[config.mk]
export PLATFORM = sky130hd
export DESIGN_NAME = quadrature_speed_meter
export DESIGN_NICKNAME = d
export VERILOG_FILES = /design/src/qsm_pkg.sv /design/src/quadrature_speed_meter.sv /design/src/qsm_fifo.sv /design/src/qsm_front.sv /design/src/qsm_back.sv
export SDC_FILE = /design/constraint.sdc
export NUM_CORES = 1
export LEC_CHECK = 0
export BUFFER_PORTS_ARGS = -buffer_cell sky130_fd_sc_hd__buf_2
export CAP_MARGIN = 20
export CELL_PAD_IN_SITES_DETAIL_PLACEMENT = 1
export CELL_PAD_IN_SITES_GLOBAL_PLACEMENT = 2
export CORE_AREA = 2 2 213 373
export DETAILED_ROUTE_END_ITERATION = 12
export DIE_AREA = 0 0 215 375
export GPL_TIMING_DRIVEN = 0
export PLACE_DENSITY = 0.78
export SLEW_MARGIN = 20
export SYNTH_ARGS = -nofsm -noshare
export SYNTH_HDL_FRONTEND = slang
export SYNTH_SLANG_ARGS = --single-unit
[constraint.sdc]
create_clock -name clk_i -period 8.5 [get_ports clk_i]
set_input_delay 0.425 -clock clk_i [delete_from_list [all_inputs] [get_ports clk_i]]
set_output_delay 0.425 -clock clk_i [all_outputs]
set_load 0.03 [all_outputs]
[src/qsm_pkg.sv]
package qsm_pkg;

  // counter and fixed-point sizing
  localparam int unsigned COUNT_WIDTH = 16;
  localparam int unsigned FRAC_BITS   = 4;

  // register and field widths
  localparam int unsigned CFG_W       = 16;
  localparam int unsigned CFG_IDX_W   = 1;
  localparam int unsigned ELAPSED_W   = 16;
  localparam int unsigned SPEED_W     = 24;
  localparam int unsigned WIN_COUNT_W = 16;

  // speed = mag * SCALE / (cpr * elapsed)
  localparam int unsigned MS_PER_MIN = 60000;
  localparam int unsigned SCALE      = MS_PER_MIN * (1 << FRAC_BITS);
  localparam int unsigned SCALE_W    = $clog2(SCALE + 1);
  localparam int unsigned NUM_W      = COUNT_WIDTH + SCALE_W;
  localparam int unsigned DEN_W      = CFG_W + ELAPSED_W;
  localparam int unsigned STEP_W     = $clog2(NUM_W);

  // queue between decoder and divider
  localparam int unsigned QUEUE_DEPTH = 2;
  localparam int unsigned PTR_W       = $clog2(QUEUE_DEPTH);

  localparam logic [CFG_W-1:0]     CPR_RESET    = CFG_W'(3960);
  localparam logic [CFG_W-1:0]     WINDOW_RESET = CFG_W'(50);
  localparam logic [ELAPSED_W-1:0] ELAPSED_MAX  = '1;

  localparam logic signed [COUNT_WIDTH-1:0] COUNT_MAX = {1'b0, {(COUNT_WIDTH-1){1'b1}}};
  localparam logic signed [COUNT_WIDTH-1:0] COUNT_MIN = {1'b1, {(COUNT_WIDTH-1){1'b0}}};

  localparam logic [SPEED_W-1:0] SPEED_POS_MAX = {1'b0, {(SPEED_W-1){1'b1}}};
  localparam logic [SPEED_W-1:0] SPEED_NEG_MAG = {1'b1, {(SPEED_W-1){1'b0}}};

  typedef enum logic [CFG_IDX_W-1:0] {
    REG_CPR    = 1'b0,
    REG_WINDOW = 1'b1
  } cfg_reg_e;

  typedef enum logic [1:0] {
    BK_IDLE,
    BK_MUL,
    BK_DIV,
    BK_DONE
  } back_state_e;

  // one finished window handed to the divider
  typedef struct packed {
    logic signed [COUNT_WIDTH-1:0] count;
    logic [ELAPSED_W-1:0]          elapsed;
    logic                          error;
    logic [CFG_W-1:0]              cpr;
  } job_t;

endpackage

[src/quadrature_speed_meter.sv]
// path: a window result passes from the sample that closes the window through the window
//   queue and the IDLE, MUL, DIV and DONE states, DIV being the bit-per-cycle restoring divider
// throughput: one sample per cycle; in_stall_o rises only while the two-entry window
//   queue is full, i.e. when windows close faster than one per divide
// reset: asynchronous, active low; clears phases, count, elapsed time, error flag, queue
//   and output valid; counts_per_rev returns to 3960 and window_ms to 50
module quadrature_speed_meter (
  input  logic                                   clk_i,
  input  logic                                   rst_ni,
  // configuration writes
  input  logic                                   cfg_we_i,
  input  logic [qsm_pkg::CFG_IDX_W-1:0]          cfg_idx_i,
  input  logic [qsm_pkg::CFG_W-1:0]              cfg_data_i,
  // sample channel
  input  logic                                   in_valid_i,
  output logic                                   in_stall_o,
  input  logic                                   phase_a_i,
  input  logic                                   phase_b_i,
  input  logic                                   ms_tick_i,
  // window result channel
  output logic                                   out_valid_o,
  input  logic                                   out_stall_i,
  output logic signed [qsm_pkg::SPEED_W-1:0]     speed_rpm_q4_o,
  output logic signed [qsm_pkg::WIN_COUNT_W-1:0] window_count_o,
  output logic [qsm_pkg::ELAPSED_W-1:0]          window_length_o,
  output logic                                   phase_error_o
);

  // configuration registers
  logic [qsm_pkg::CFG_W-1:0] cpr_q, win_q;

  // queue handshake
  logic          push, pop, full, empty, accept;
  qsm_pkg::job_t push_job, head_job;

  always_ff @(posedge clk_i or negedge rst_ni) begin
    if (!rst_ni) begin
      cpr_q <= qsm_pkg::CPR_RESET;
      win_q <= qsm_pkg::WINDOW_RESET;
    end else if (cfg_we_i) begin
      unique case (qsm_pkg::cfg_reg_e'(cfg_idx_i))
        qsm_pkg::REG_CPR:    cpr_q <= cfg_data_i;
        qsm_pkg::REG_WINDOW: win_q <= cfg_data_i;
        default: ;
      endcase
    end
  end

  // stall samples only when no room for a closing window
  assign in_stall_o = full;
  assign accept     = in_valid_i && !full;

  // front: decode phases, keep count and elapsed time, close windows
  qsm_front u_front (
    .clk_i            (clk_i),
    .rst_ni           (rst_ni),
    .accept_i         (accept),
    .phase_a_i        (phase_a_i),
    .phase_b_i        (phase_b_i),
    .ms_tick_i        (ms_tick_i),
    .counts_per_rev_i (cpr_q),
    .window_ms_i      (win_q),
    .push_o           (push),
    .job_o            (push_job)
  );

  // finished windows wait here for the divider
  qsm_fifo u_fifo (
    .clk_i       (clk_i),
    .rst_ni      (rst_ni),
    .push_i      (push),
    .push_data_i (push_job),
    .pop_i       (pop),
    .head_o      (head_job),
    .full_o      (full),
    .empty_o     (empty)
  );

  // back: scale, divide, saturate and hold the result for transfer
  qsm_back u_back (
    .clk_i           (clk_i),
    .rst_ni          (rst_ni),
    .empty_i         (empty),
    .head_i          (head_job),
    .pop_o           (pop),
    .out_valid_o     (out_valid_o),
    .out_stall_i     (out_stall_i),
    .speed_rpm_q4_o  (speed_rpm_q4_o),
    .window_count_o  (window_count_o),
    .window_length_o (window_length_o),
    .phase_error_o   (phase_error_o)
  );

endmodule

[src/qsm_fifo.sv]
module qsm_fifo (
  input  logic            clk_i,
  input  logic            rst_ni,
  input  logic            push_i,
  input  qsm_pkg::job_t   push_data_i,
  input  logic            pop_i,
  output qsm_pkg::job_t   head_o,
  output logic            full_o,
  output logic            empty_o
);

  qsm_pkg::job_t                   mem_q [qsm_pkg::QUEUE_DEPTH];
  logic [qsm_pkg::PTR_W-1:0]       wr_ptr_q, wr_ptr_d;
  logic [qsm_pkg::PTR_W-1:0]       rd_ptr_q, rd_ptr_d;
  logic [qsm_pkg::PTR_W:0]         fill_q, fill_d;
  logic                            do_push, do_pop;

  assign full_o  = (fill_q == (qsm_pkg::PTR_W + 1)'(qsm_pkg::QUEUE_DEPTH));
  assign empty_o = (fill_q == '0);
  assign do_push = push_i && !full_o;
  assign do_pop  = pop_i && !empty_o;
  assign head_o  = mem_q[rd_ptr_q];

  always_comb begin
    wr_ptr_d = wr_ptr_q;
    rd_ptr_d = rd_ptr_q;
    fill_d   = fill_q;
    if (do_push) begin
      wr_ptr_d = (wr_ptr_q == qsm_pkg::PTR_W'(qsm_pkg::QUEUE_DEPTH - 1)) ? '0
                 : wr_ptr_q + 1'b1;
    end
    if (do_pop) begin
      rd_ptr_d = (rd_ptr_q == qsm_pkg::PTR_W'(qsm_pkg::QUEUE_DEPTH - 1)) ? '0
                 : rd_ptr_q + 1'b1;
    end
    if (do_push && !do_pop) begin
      fill_d = fill_q + 1'b1;
    end else if (do_pop && !do_push) begin
      fill_d = fill_q - 1'b1;
    end
  end

  always_ff @(posedge clk_i or negedge rst_ni) begin
    if (!rst_ni) begin
      wr_ptr_q <= '0;
      rd_ptr_q <= '0;
      fill_q   <= '0;
    end else begin
      wr_ptr_q <= wr_ptr_d;
      rd_ptr_q <= rd_ptr_d;
      fill_q   <= fill_d;
    end
  end

  always_ff @(posedge clk_i) begin
    if (do_push) begin
      mem_q[wr_ptr_q] <= push_data_i;
    end
  end

endmodule

[src/qsm_front.sv]
module qsm_front (
  input  logic                         clk_i,
  input  logic                         rst_ni,
  input  logic                         accept_i,
  input  logic                         phase_a_i,
  input  logic                         phase_b_i,
  input  logic                         ms_tick_i,
  input  logic [qsm_pkg::CFG_W-1:0]    counts_per_rev_i,
  input  logic [qsm_pkg::CFG_W-1:0]    window_ms_i,
  output logic                         push_o,
  output qsm_pkg::job_t                job_o
);

  logic                                    last_a_q, last_b_q, primed_q;
  logic signed [qsm_pkg::COUNT_WIDTH-1:0]  count_q, count_d;
  logic [qsm_pkg::ELAPSED_W-1:0]           elapsed_q, elapsed_d;
  logic                                    err_q, err_d;

  logic                                    chg_a, chg_b, step_up, step_dn;
  logic signed [qsm_pkg::COUNT_WIDTH-1:0]  count_new;
  logic                                    err_new;
  logic [qsm_pkg::ELAPSED_W-1:0]           elapsed_new;
  logic [qsm_pkg::CFG_W-1:0]               win;
  logic                                    fire;

  // x4 decode, simultaneous change is an error
  always_comb begin
    chg_a   = primed_q && (phase_a_i != last_a_q);
    chg_b   = primed_q && (phase_b_i != last_b_q);
    step_up = 1'b0;
    step_dn = 1'b0;
    if (chg_a && !chg_b) begin
      step_up = (phase_a_i == phase_b_i);
      step_dn = (phase_a_i != phase_b_i);
    end else if (chg_b && !chg_a) begin
      step_up = (phase_a_i != phase_b_i);
      step_dn = (phase_a_i == phase_b_i);
    end
  end

  always_comb begin
    count_new = count_q;
    err_new   = err_q || (chg_a && chg_b);
    if (step_up) begin
      if (count_q == qsm_pkg::COUNT_MAX) begin
        err_new = 1'b1;
      end else begin
        count_new = count_q + 1'b1;
      end
    end else if (step_dn) begin
      if (count_q == qsm_pkg::COUNT_MIN) begin
        err_new = 1'b1;
      end else begin
        count_new = count_q - 1'b1;
      end
    end
  end

  // window end: zero window behaves as one
  always_comb begin
    elapsed_new = elapsed_q;
    if (ms_tick_i && (elapsed_q != qsm_pkg::ELAPSED_MAX)) begin
      elapsed_new = elapsed_q + 1'b1;
    end
    win  = (window_ms_i == '0) ? qsm_pkg::CFG_W'(1) : window_ms_i;
    fire = ms_tick_i && (elapsed_new >= win);
  end

  always_comb begin
    push_o        = accept_i && fire;
    job_o.count   = count_new;
    job_o.elapsed = elapsed_new;
    job_o.error   = err_new;
    job_o.cpr     = counts_per_rev_i;
    count_d       = fire ? '0 : count_new;
    elapsed_d     = fire ? '0 : elapsed_new;
    err_d         = fire ? 1'b0 : err_new;
  end

  always_ff @(posedge clk_i or negedge rst_ni) begin
    if (!rst_ni) begin
      last_a_q  <= 1'b0;
      last_b_q  <= 1'b0;
      primed_q  <= 1'b0;
      count_q   <= '0;
      elapsed_q <= '0;
      err_q     <= 1'b0;
    end else if (accept_i) begin
      last_a_q  <= phase_a_i;
      last_b_q  <= phase_b_i;
      primed_q  <= 1'b1;
      count_q   <= count_d;
      elapsed_q <= elapsed_d;
      err_q     <= err_d;
    end
  end

endmodule

[src/qsm_back.sv]
module qsm_back (
  input  logic                             clk_i,
  input  logic                             rst_ni,
  input  logic                             empty_i,
  input  qsm_pkg::job_t                    head_i,
  output logic                             pop_o,
  output logic                             out_valid_o,
  input  logic                             out_stall_i,
  output logic signed [qsm_pkg::SPEED_W-1:0]     speed_rpm_q4_o,
  output logic signed [qsm_pkg::WIN_COUNT_W-1:0] window_count_o,
  output logic [qsm_pkg::ELAPSED_W-1:0]          window_length_o,
  output logic                             phase_error_o
);

  qsm_pkg::back_state_e state_q, state_d;

  logic                                   neg_q;
  logic [qsm_pkg::COUNT_WIDTH-1:0]        mag_q;
  logic signed [qsm_pkg::COUNT_WIDTH-1:0] cnt_q;
  logic [qsm_pkg::ELAPSED_W-1:0]          el_q;
  logic                                   err_q;
  logic [qsm_pkg::CFG_W-1:0]              cpr_q;

  logic [qsm_pkg::NUM_W-1:0]   num_q;
  logic [qsm_pkg::DEN_W-1:0]   den_q;
  logic [qsm_pkg::DEN_W-1:0]   rem_q;
  logic [qsm_pkg::STEP_W-1:0]  step_q;

  logic                        out_valid_q;
  logic [qsm_pkg::SPEED_W-1:0] speed_q;
  logic signed [qsm_pkg::WIN_COUNT_W-1:0] wcount_q;
  logic [qsm_pkg::ELAPSED_W-1:0] wlen_q;
  logic                        perr_q;

  logic take, mul_en, div_en, load_out, out_free, last_step;
  logic [qsm_pkg::DEN_W:0]     rem_sh;
  logic                        ge;
  logic [qsm_pkg::DEN_W-1:0]   rem_nx;
  logic [qsm_pkg::SPEED_W-1:0] sat_mag, speed_nx;
  logic [qsm_pkg::COUNT_WIDTH-1:0] head_mag;

  assign out_free  = !out_valid_q || !out_stall_i;
  assign last_step = (step_q == qsm_pkg::STEP_W'(qsm_pkg::NUM_W - 1));

  // next state
  always_comb begin
    state_d = state_q;
    unique case (state_q)
      qsm_pkg::BK_IDLE: if (!empty_i) state_d = qsm_pkg::BK_MUL;
      qsm_pkg::BK_MUL:  state_d = qsm_pkg::BK_DIV;
      qsm_pkg::BK_DIV:  if (last_step) state_d = qsm_pkg::BK_DONE;
      qsm_pkg::BK_DONE: if (out_free) state_d = qsm_pkg::BK_IDLE;
      default:          state_d = qsm_pkg::BK_IDLE;
    endcase
  end

  // controls
  always_comb begin
    take     = 1'b0;
    mul_en   = 1'b0;
    div_en   = 1'b0;
    load_out = 1'b0;
    unique case (state_q)
      qsm_pkg::BK_IDLE: take     = !empty_i;
      qsm_pkg::BK_MUL:  mul_en   = 1'b1;
      qsm_pkg::BK_DIV:  div_en   = 1'b1;
      qsm_pkg::BK_DONE: load_out = out_free;
      default: ;
    endcase
  end

  assign pop_o = take;

  // magnitude of the count, the most negative count maps cleanly
  assign head_mag = head_i.count[qsm_pkg::COUNT_WIDTH-1] ?
                    (~head_i.count + 1'b1) : head_i.count;

  // one restoring division step
  always_comb begin
    rem_sh = {rem_q, num_q[qsm_pkg::NUM_W-1]};
    ge     = (rem_sh >= {1'b0, den_q});
    rem_nx = ge ? qsm_pkg::DEN_W'(rem_sh - {1'b0, den_q})
                : qsm_pkg::DEN_W'(rem_sh);
  end

  // saturate and apply sign, a zero divisor gives an all-ones quotient,
  // no count gives no speed whatever the divisor
  always_comb begin
    if (mag_q == '0) begin
      sat_mag  = '0;
      speed_nx = '0;
    end else if (neg_q) begin
      sat_mag  = (num_q > qsm_pkg::NUM_W'(qsm_pkg::SPEED_NEG_MAG)) ?
                 qsm_pkg::SPEED_NEG_MAG : qsm_pkg::SPEED_W'(num_q);
      speed_nx = ~sat_mag + 1'b1;
    end else begin
      sat_mag  = (num_q > qsm_pkg::NUM_W'(qsm_pkg::SPEED_POS_MAX)) ?
                 qsm_pkg::SPEED_POS_MAX : qsm_pkg::SPEED_W'(num_q);
      speed_nx = sat_mag;
    end
  end

  always_ff @(posedge clk_i or negedge rst_ni) begin
    if (!rst_ni) begin
      state_q     <= qsm_pkg::BK_IDLE;
      out_valid_q <= 1'b0;
    end else begin
      state_q <= state_d;
      if (load_out) begin
        out_valid_q <= 1'b1;
      end else if (!out_stall_i) begin
        out_valid_q <= 1'b0;
      end
    end
  end

  always_ff @(posedge clk_i) begin
    if (take) begin
      neg_q <= head_i.count[qsm_pkg::COUNT_WIDTH-1];
      mag_q <= head_mag;
      cnt_q <= head_i.count;
      el_q  <= head_i.elapsed;
      err_q <= head_i.error;
      cpr_q <= head_i.cpr;
    end
    if (mul_en) begin
      num_q  <= {{qsm_pkg::SCALE_W{1'b0}}, mag_q} * qsm_pkg::NUM_W'(qsm_pkg::SCALE);
      den_q  <= {{qsm_pkg::ELAPSED_W{1'b0}}, cpr_q} * {{qsm_pkg::CFG_W{1'b0}}, el_q};
      rem_q  <= '0;
      step_q <= '0;
    end
    if (div_en) begin
      num_q  <= {num_q[qsm_pkg::NUM_W-2:0], ge};
      rem_q  <= rem_nx;
      step_q <= step_q + 1'b1;
    end
    if (load_out) begin
      speed_q  <= speed_nx;
      wcount_q <= qsm_pkg::WIN_COUNT_W'(cnt_q);
      wlen_q   <= el_q;
      perr_q   <= err_q;
    end
  end

  assign out_valid_o     = out_valid_q;
  assign speed_rpm_q4_o  = speed_q;
  assign window_count_o  = wcount_q;
  assign window_length_o = wlen_q;
  assign phase_error_o   = perr_q;

endmodule

# Yosys cells after proc, flatten, opt, wreduce, memory -nomap -nowiden
# Memory sizes are Yosys's and may differ from the RTL's.
# Cells that the tools add are included.
[classes]
add_sub_neg = 11
n_mul = 2
magnitude_cmp = 4
eq_ne = 16
mux = 44
bitwise = 3
n_reduce_logical = 32
[ops]
columns = ["operator", "n"]
rows = [
  ["2-to-1 mux 16 bit", 8],
  ["2-to-1 mux 32 bit", 3],
  ["2-to-1 mux 24 bit", 3],
  ["2-to-1 mux 36 bit", 2],
  ["adder 16 x 1 -> 16 bit (second input constant)", 3],
  ["greater-than comparator 36 x 23 -> 1 bit (second input constant)", 1],
  ["greater-than comparator 36 x 24 -> 1 bit (second input constant)", 1],
  ["greater-or-equal comparator 33 x 32 -> 1 bit", 1],
  ["== test 16 bit (second input constant)", 2],
  ["logical NOT 16 bit", 2],
  ["multiplier 16 x 16 -> 32 bit", 1],
  ["subtractor 32 bit", 1],
  ["multiplier 16 x 11 -> 27 bit (second input constant)", 1],
  ["adder 24 x 1 -> 24 bit (second input constant)", 1],
  ["inverter 24 bit", 1],
  ["2-to-1 mux 1 bit", 19],
  ["greater-or-equal comparator 16 bit", 1],
  ["inequality test 16 bit (second input constant)", 1],
  ["inverter 16 bit", 1],
  ["subtractor 16 x 1 -> 16 bit (second input constant)", 1],
  ["2-to-1 mux 15 bit", 1],
  ["logical AND 1 bit", 13],
  ["2-to-1 mux 6 bit", 2],
  ["2-to-1 mux 2 bit", 5],
  ["19 further kinds", 37],
]
[word_totals]
reg_bits = 304
mem_bits_rw = 98
inputBits = 25
output_inout_bits = 59
word_cells = 141
mem_count = 1
[mem_list]
columns = ["name", "words", "word_bits", "rd", "rd_ports_with_merged_regs", "wr", "line", "text"]
rows = [
  ["u_fifo.mem_q", 2, 49, 1, 0, 1, "qsm_fifo.sv:12", "qsm_pkg::job_t mem_q [qsm_pkg::QUEUE_DEPTH];"],
]

# Logic depth before layout (Yosys ltp)
[logic_depth]
ltp_word = 11
ltp_mapped = 24
ltp_nobuf = 23

# By module
# Synthesis repeated with hierarchy kept, for this count alone.
[hier_totals]
cells_unflattened = 2907
hier_area_um2 = 31735.4
[modules_own_cells]
columns = ["mod", "instances", "cells_each", "area_each_um2", "seq_area_each_um2"]
rows = [
  ["qsm_back", 1, 2247, 22973.3, 6891.6],
  ["qsm_fifo", 1, 172, 3986.3, 3042.9],
  ["qsm_front", 1, 418, 3503.4, 900.9],
  ["quadrature_speed_meter", 1, 70, 1272.5, 814.5],
]

# Worst setup path after synthesis
# No wires, ideal clock.
[synth_timing]
path_kind = "reg-to-reg"
startpoint = "register u_front.elapsed_q[3] (netlist name)"
endpoint = "memory u_fifo.mem_q[0][0] (netlist name), enable pin"
t_arrival_ps = 5958
path_slack_ps = 2086
stages_incl_launch_ff = 17
synth_period_minus_slack_ps = 6414
path_cell_list = "dfrtp_1 -> buf_2 -> and4_1 -> nand4_1 -> o31ai_1 -> nor2_1 -> and2_1 -> and3_1 -> xor2_1 -> ha_1 -> a21o_1 -> a21o_1 -> o221a_2 -> a21oi_1 -> o31ai_1 -> nand2_1 -> nor2_1"
[synth_lines]
columns = ["element", "line", "text"]
rows = [
  ["from (decl)", "qsm_front.sv:16", "logic [qsm_pkg::ELAPSED_W-1:0] elapsed_q, elapsed_d;"],
  ["from (signal assigned)", "qsm_front.sv:93", "elapsed_q <= elapsed_d;"],
  ["to (decl)", "qsm_fifo.sv:12", ""],
]

# Worst setup path in the final report
[layout_timing]
startpoint = "register u_back.cpr_q[5] (netlist name)"
endpoint = "register u_back.den_q[31] (netlist name) (data pin)"
[layout_via]
elab_chain_cells = 1
[layout_lines]
columns = ["element", "line", "text"]
rows = [
  ["from (decl)", "qsm_back.sv:22", "logic [qsm_pkg::CFG_W-1:0] cpr_q;"],
  ["from (signal assigned)", "qsm_back.sv:124", "cpr_q <= head_i.cpr;"],
  ["multiplier 16 x 16 -> 32 bit", "qsm_back.sv:128", "den_q <= {{qsm_pkg::ELAPSED_W{1'b0}}, cpr_q} * {{qsm_pkg::CFG_W{1'b0}}, el_q};"],
  ["to (signal assigned)", "qsm_back.sv:128", ""],
  ["to (decl)", "qsm_back.sv:25", "logic [qsm_pkg::DEN_W-1:0] den_q;"],
]
# No other way between the ends.
# A chain may end at the register's enable or synchronous reset.

==> metrics <==
post_cts resized=0; Final Setup Violations=0; clk slew on worst S/H paths=0.06 ns; Die Width=215 µm; Hold Vio Cnt, Final=0; Die H=375 µm; Pre-Repair DR Iteration Count=5; remaining antenna violation count=0; Via density=5.224; RSZ-0062 raised after global routing=no; CP Launch Type=flop; slew margin rel.=31.73%; CORE AREA=0.07793 mm²; Max Clock Freq=0.1294 GHz; register area=0.01165 mm²; multi-input logic area=0.01723 mm²; first-pass GRT wire length=134.6 mm; Clock Path Buffers=3; Root Driver=clkbuf_16; Post-synth top flop=edfxtp_1; # diodes=0; Avg WL per Cell=20.53 µm; pin count of the biggest net entering global routing=46; crit-path cells=clkbuf_1 -> nand2_1 -> fa_1 -> fa_1 -> inv_1 -> fa_1 -> inv_1 -> fa_1 -> fa_1 -> fa_1 -> inv_1 -> ha_1 -> o211ai_1 -> o21ai_0 -> nand3_1 -> a211oi_1 -> nor2_1 -> o21ai_0 -> a221o_1 -> a21oi_1 -> xnor2_1; dpl hpwl=69.43 mm; Critical Path AT=8.07 ns; crit-path most repeated cell=fa_1; placed cell area=0.03278 mm²; Tot GR Track Use=21.29%; via count=21382; period utilization=90.93%; Slew @ Worst Pin=1.011 ns; number of top-level pins=84; Synth cell types=78; CP Capture Type=flop; GPL Wtd Cong=0.9118; syn avg cell area=10.67 µm²; CP peak stage delay=0.64 ns; Starting Density=39.54%; vias in the first global route=24282; Routed WL=84.03 mm; initial antenna violation count=0; crit path buf inv count=4; largest fanout on the critical path=10; CTS tree=built; min Tclk post-route=7.729 ns; EDFF count, synth=325; CP Class=reg2reg; Post-Syn Nets=3419; Hold WS=0.08842 ns; Synth Instances=2888; Crit path required time=8.84 ns; synth-to-layout area growth=11.00%; final instance area=0.03420 mm²; clk sinks=400; Synth Cell Area=0.03081 mm²; post-synthesis register bit count=400; Async S/R FF share, synth=18.75%; skew final=0.02311 ns; Yosys warning count=0; outcome=completed; sequential fraction of the synthesis area=37.81%; Cell Rows=136; Die ar.=0.08063 mm²; Hold Path Class=in2reg; residual DRC count=0; DR iter-0 viols=670; PortBufs=83; H-tree depth=2; number of nets in the layout=3556; share of cells above drive strength 1=9.745%; Fillers=8698; critical path's top delay family=adder cells; slowest CP cell=edfxtp_1; CTS Buf Count=41; clk_lat worst skew=0.60 ns; Max-cap violations=0; fin. max-slew vios=0; grt ovf=0
layout make-up:
| type | instances | area share (%) |
|---|---|---|
| clock inverter | 25 | 0.9183 |
| inverter | 425 | 4.672 |
| buffer | 96 | 1.123 |
| multi-input combinational | 1967 | 50.38 |
| sequential | 400 | 34.06 |
| timing repair buffer | 94 | 1.858 |
| clock buffer | 51 | 3.197 |
| tap | 1035 | 3.786 |
worst min-delay path: stages:
cell,delay (ns)
buf_2,0.12
nand2_1,0.05
nand2_1,0.05
synth_stat cells (all sizes together), types with 15 or more instances:
library cell / n / share of area [%]
ha: 250 / 10
nand3: 36 / 0.58
o21ai: 130 / 2.1
and2: 145 / 2.9
nor3: 46 / 0.75
mux2i: 30 / 0.97
a31oi: 17 / 0.37
xor2: 49 / 1.4
xnor2: 75 / 2.1
nor2: 135 / 1.6
fa: 256 / 17
dfrtp: 64 / 5.2
nand2: 293 / 3.6
a21o: 41 / 1.0
nand4: 16 / 0.32
a21oi: 93 / 1.5
o21a: 24 / 0.58
nor4: 15 / 0.32
buf: 17 / 0.28
or3: 18 / 0.38
inv: 424 / 5.2
edfxtp: 325 / 32
and3: 16 / 0.32
a211oi: 35 / 0.87
clkbuf: 79 / 0.96
mux2: 79 / 2.9
repair_timing:
action	CTS	global route
buffers inserted	0	0
hold endpoints to repair	20	0
hold buffers	1	0
endpoints found under the setup margin	0	0
cells in the final DEF (no fill, tap or decap), types with 64 or more instances in the layout:
master,count
ha_1,248
nor2_1,133
inv_1,423
o21ai_0,125
buf_2,89
a21oi_1,93
mux2_2,79
fa_1,256
nand2_1,290
xnor2_1,75
and2_1,145
dfrtp_1,64
edfxtp_1,325
clkbuf_1,86
metal layers:
metal / vias up / global-route usage, % / wire length (µm)
li1: 10021 / - / -
met1: 10847 / 21.86 / 30650
met2: 319 / 42.61 / 47410
met3: 195 / 2.019 / 1762
met4: 0 / 9.902 / 4203
met5: - / 0 / 0
metrics by stage:
stage / instances / util, % / TNS [ns] / setup WS, ns
2_1_floorplan: 2888 / - / 0 / 2.086
3_3_place_gp: 4006 / 41.73 / -12.37 / -0.1364
3_5_place_dp: 4016 / 42.06 / 0 / 0.8275
4_1_cts: 4093 / 43.88 / 0 / 0.8264
5_1_grt: 4093 / 43.88 / 0 / 0.5504
6_report: 4093 / 43.88 / 0 / 0.7705
flip-flops by register name, indices dropped and copies added, names as in the netlist, 24 cells and up:
name and cells:
u_back.num_q 36, u_back.den_q 32, u_fifo.mem_q 98, u_back.speed_rpm_q4_o 24, u_back.rem_q 32
cell families after synthesis:
logic type | share of synthesized area (%)
AOI/OAI and AO/OA | 9.060
xor gates and xnor gates | 3.525
adders and majority gates | 26.78
buffers and inverters | 6.424
DFF | 37.81
muxes | 3.862
and+or+nand+nor | 12.54
final timing paths:
check                      cells after the start             from                  endpoint  slack, ns
max                                           21  u_back.cpr_q[5]          u_back.den_q[31]       0.77
min                                            3        phase_a_i          u_front.last_a_q       0.09
max reg2reg                                   21  u_back.cpr_q[5]          u_back.den_q[31]       0.77
min reg2reg                                    0  u_back.cnt_q[1]  u_back.window_count_o[1]       0.42
max in group asynchronous                      3           rst_ni        u_front.count_q[8]       7.55
min in group asynchronous                      2           rst_ni                  win_q[3]       0.31
Power is not shown: default switching activity piles up to over one toggle a cycle in this logic, so the estimate is an artifact.
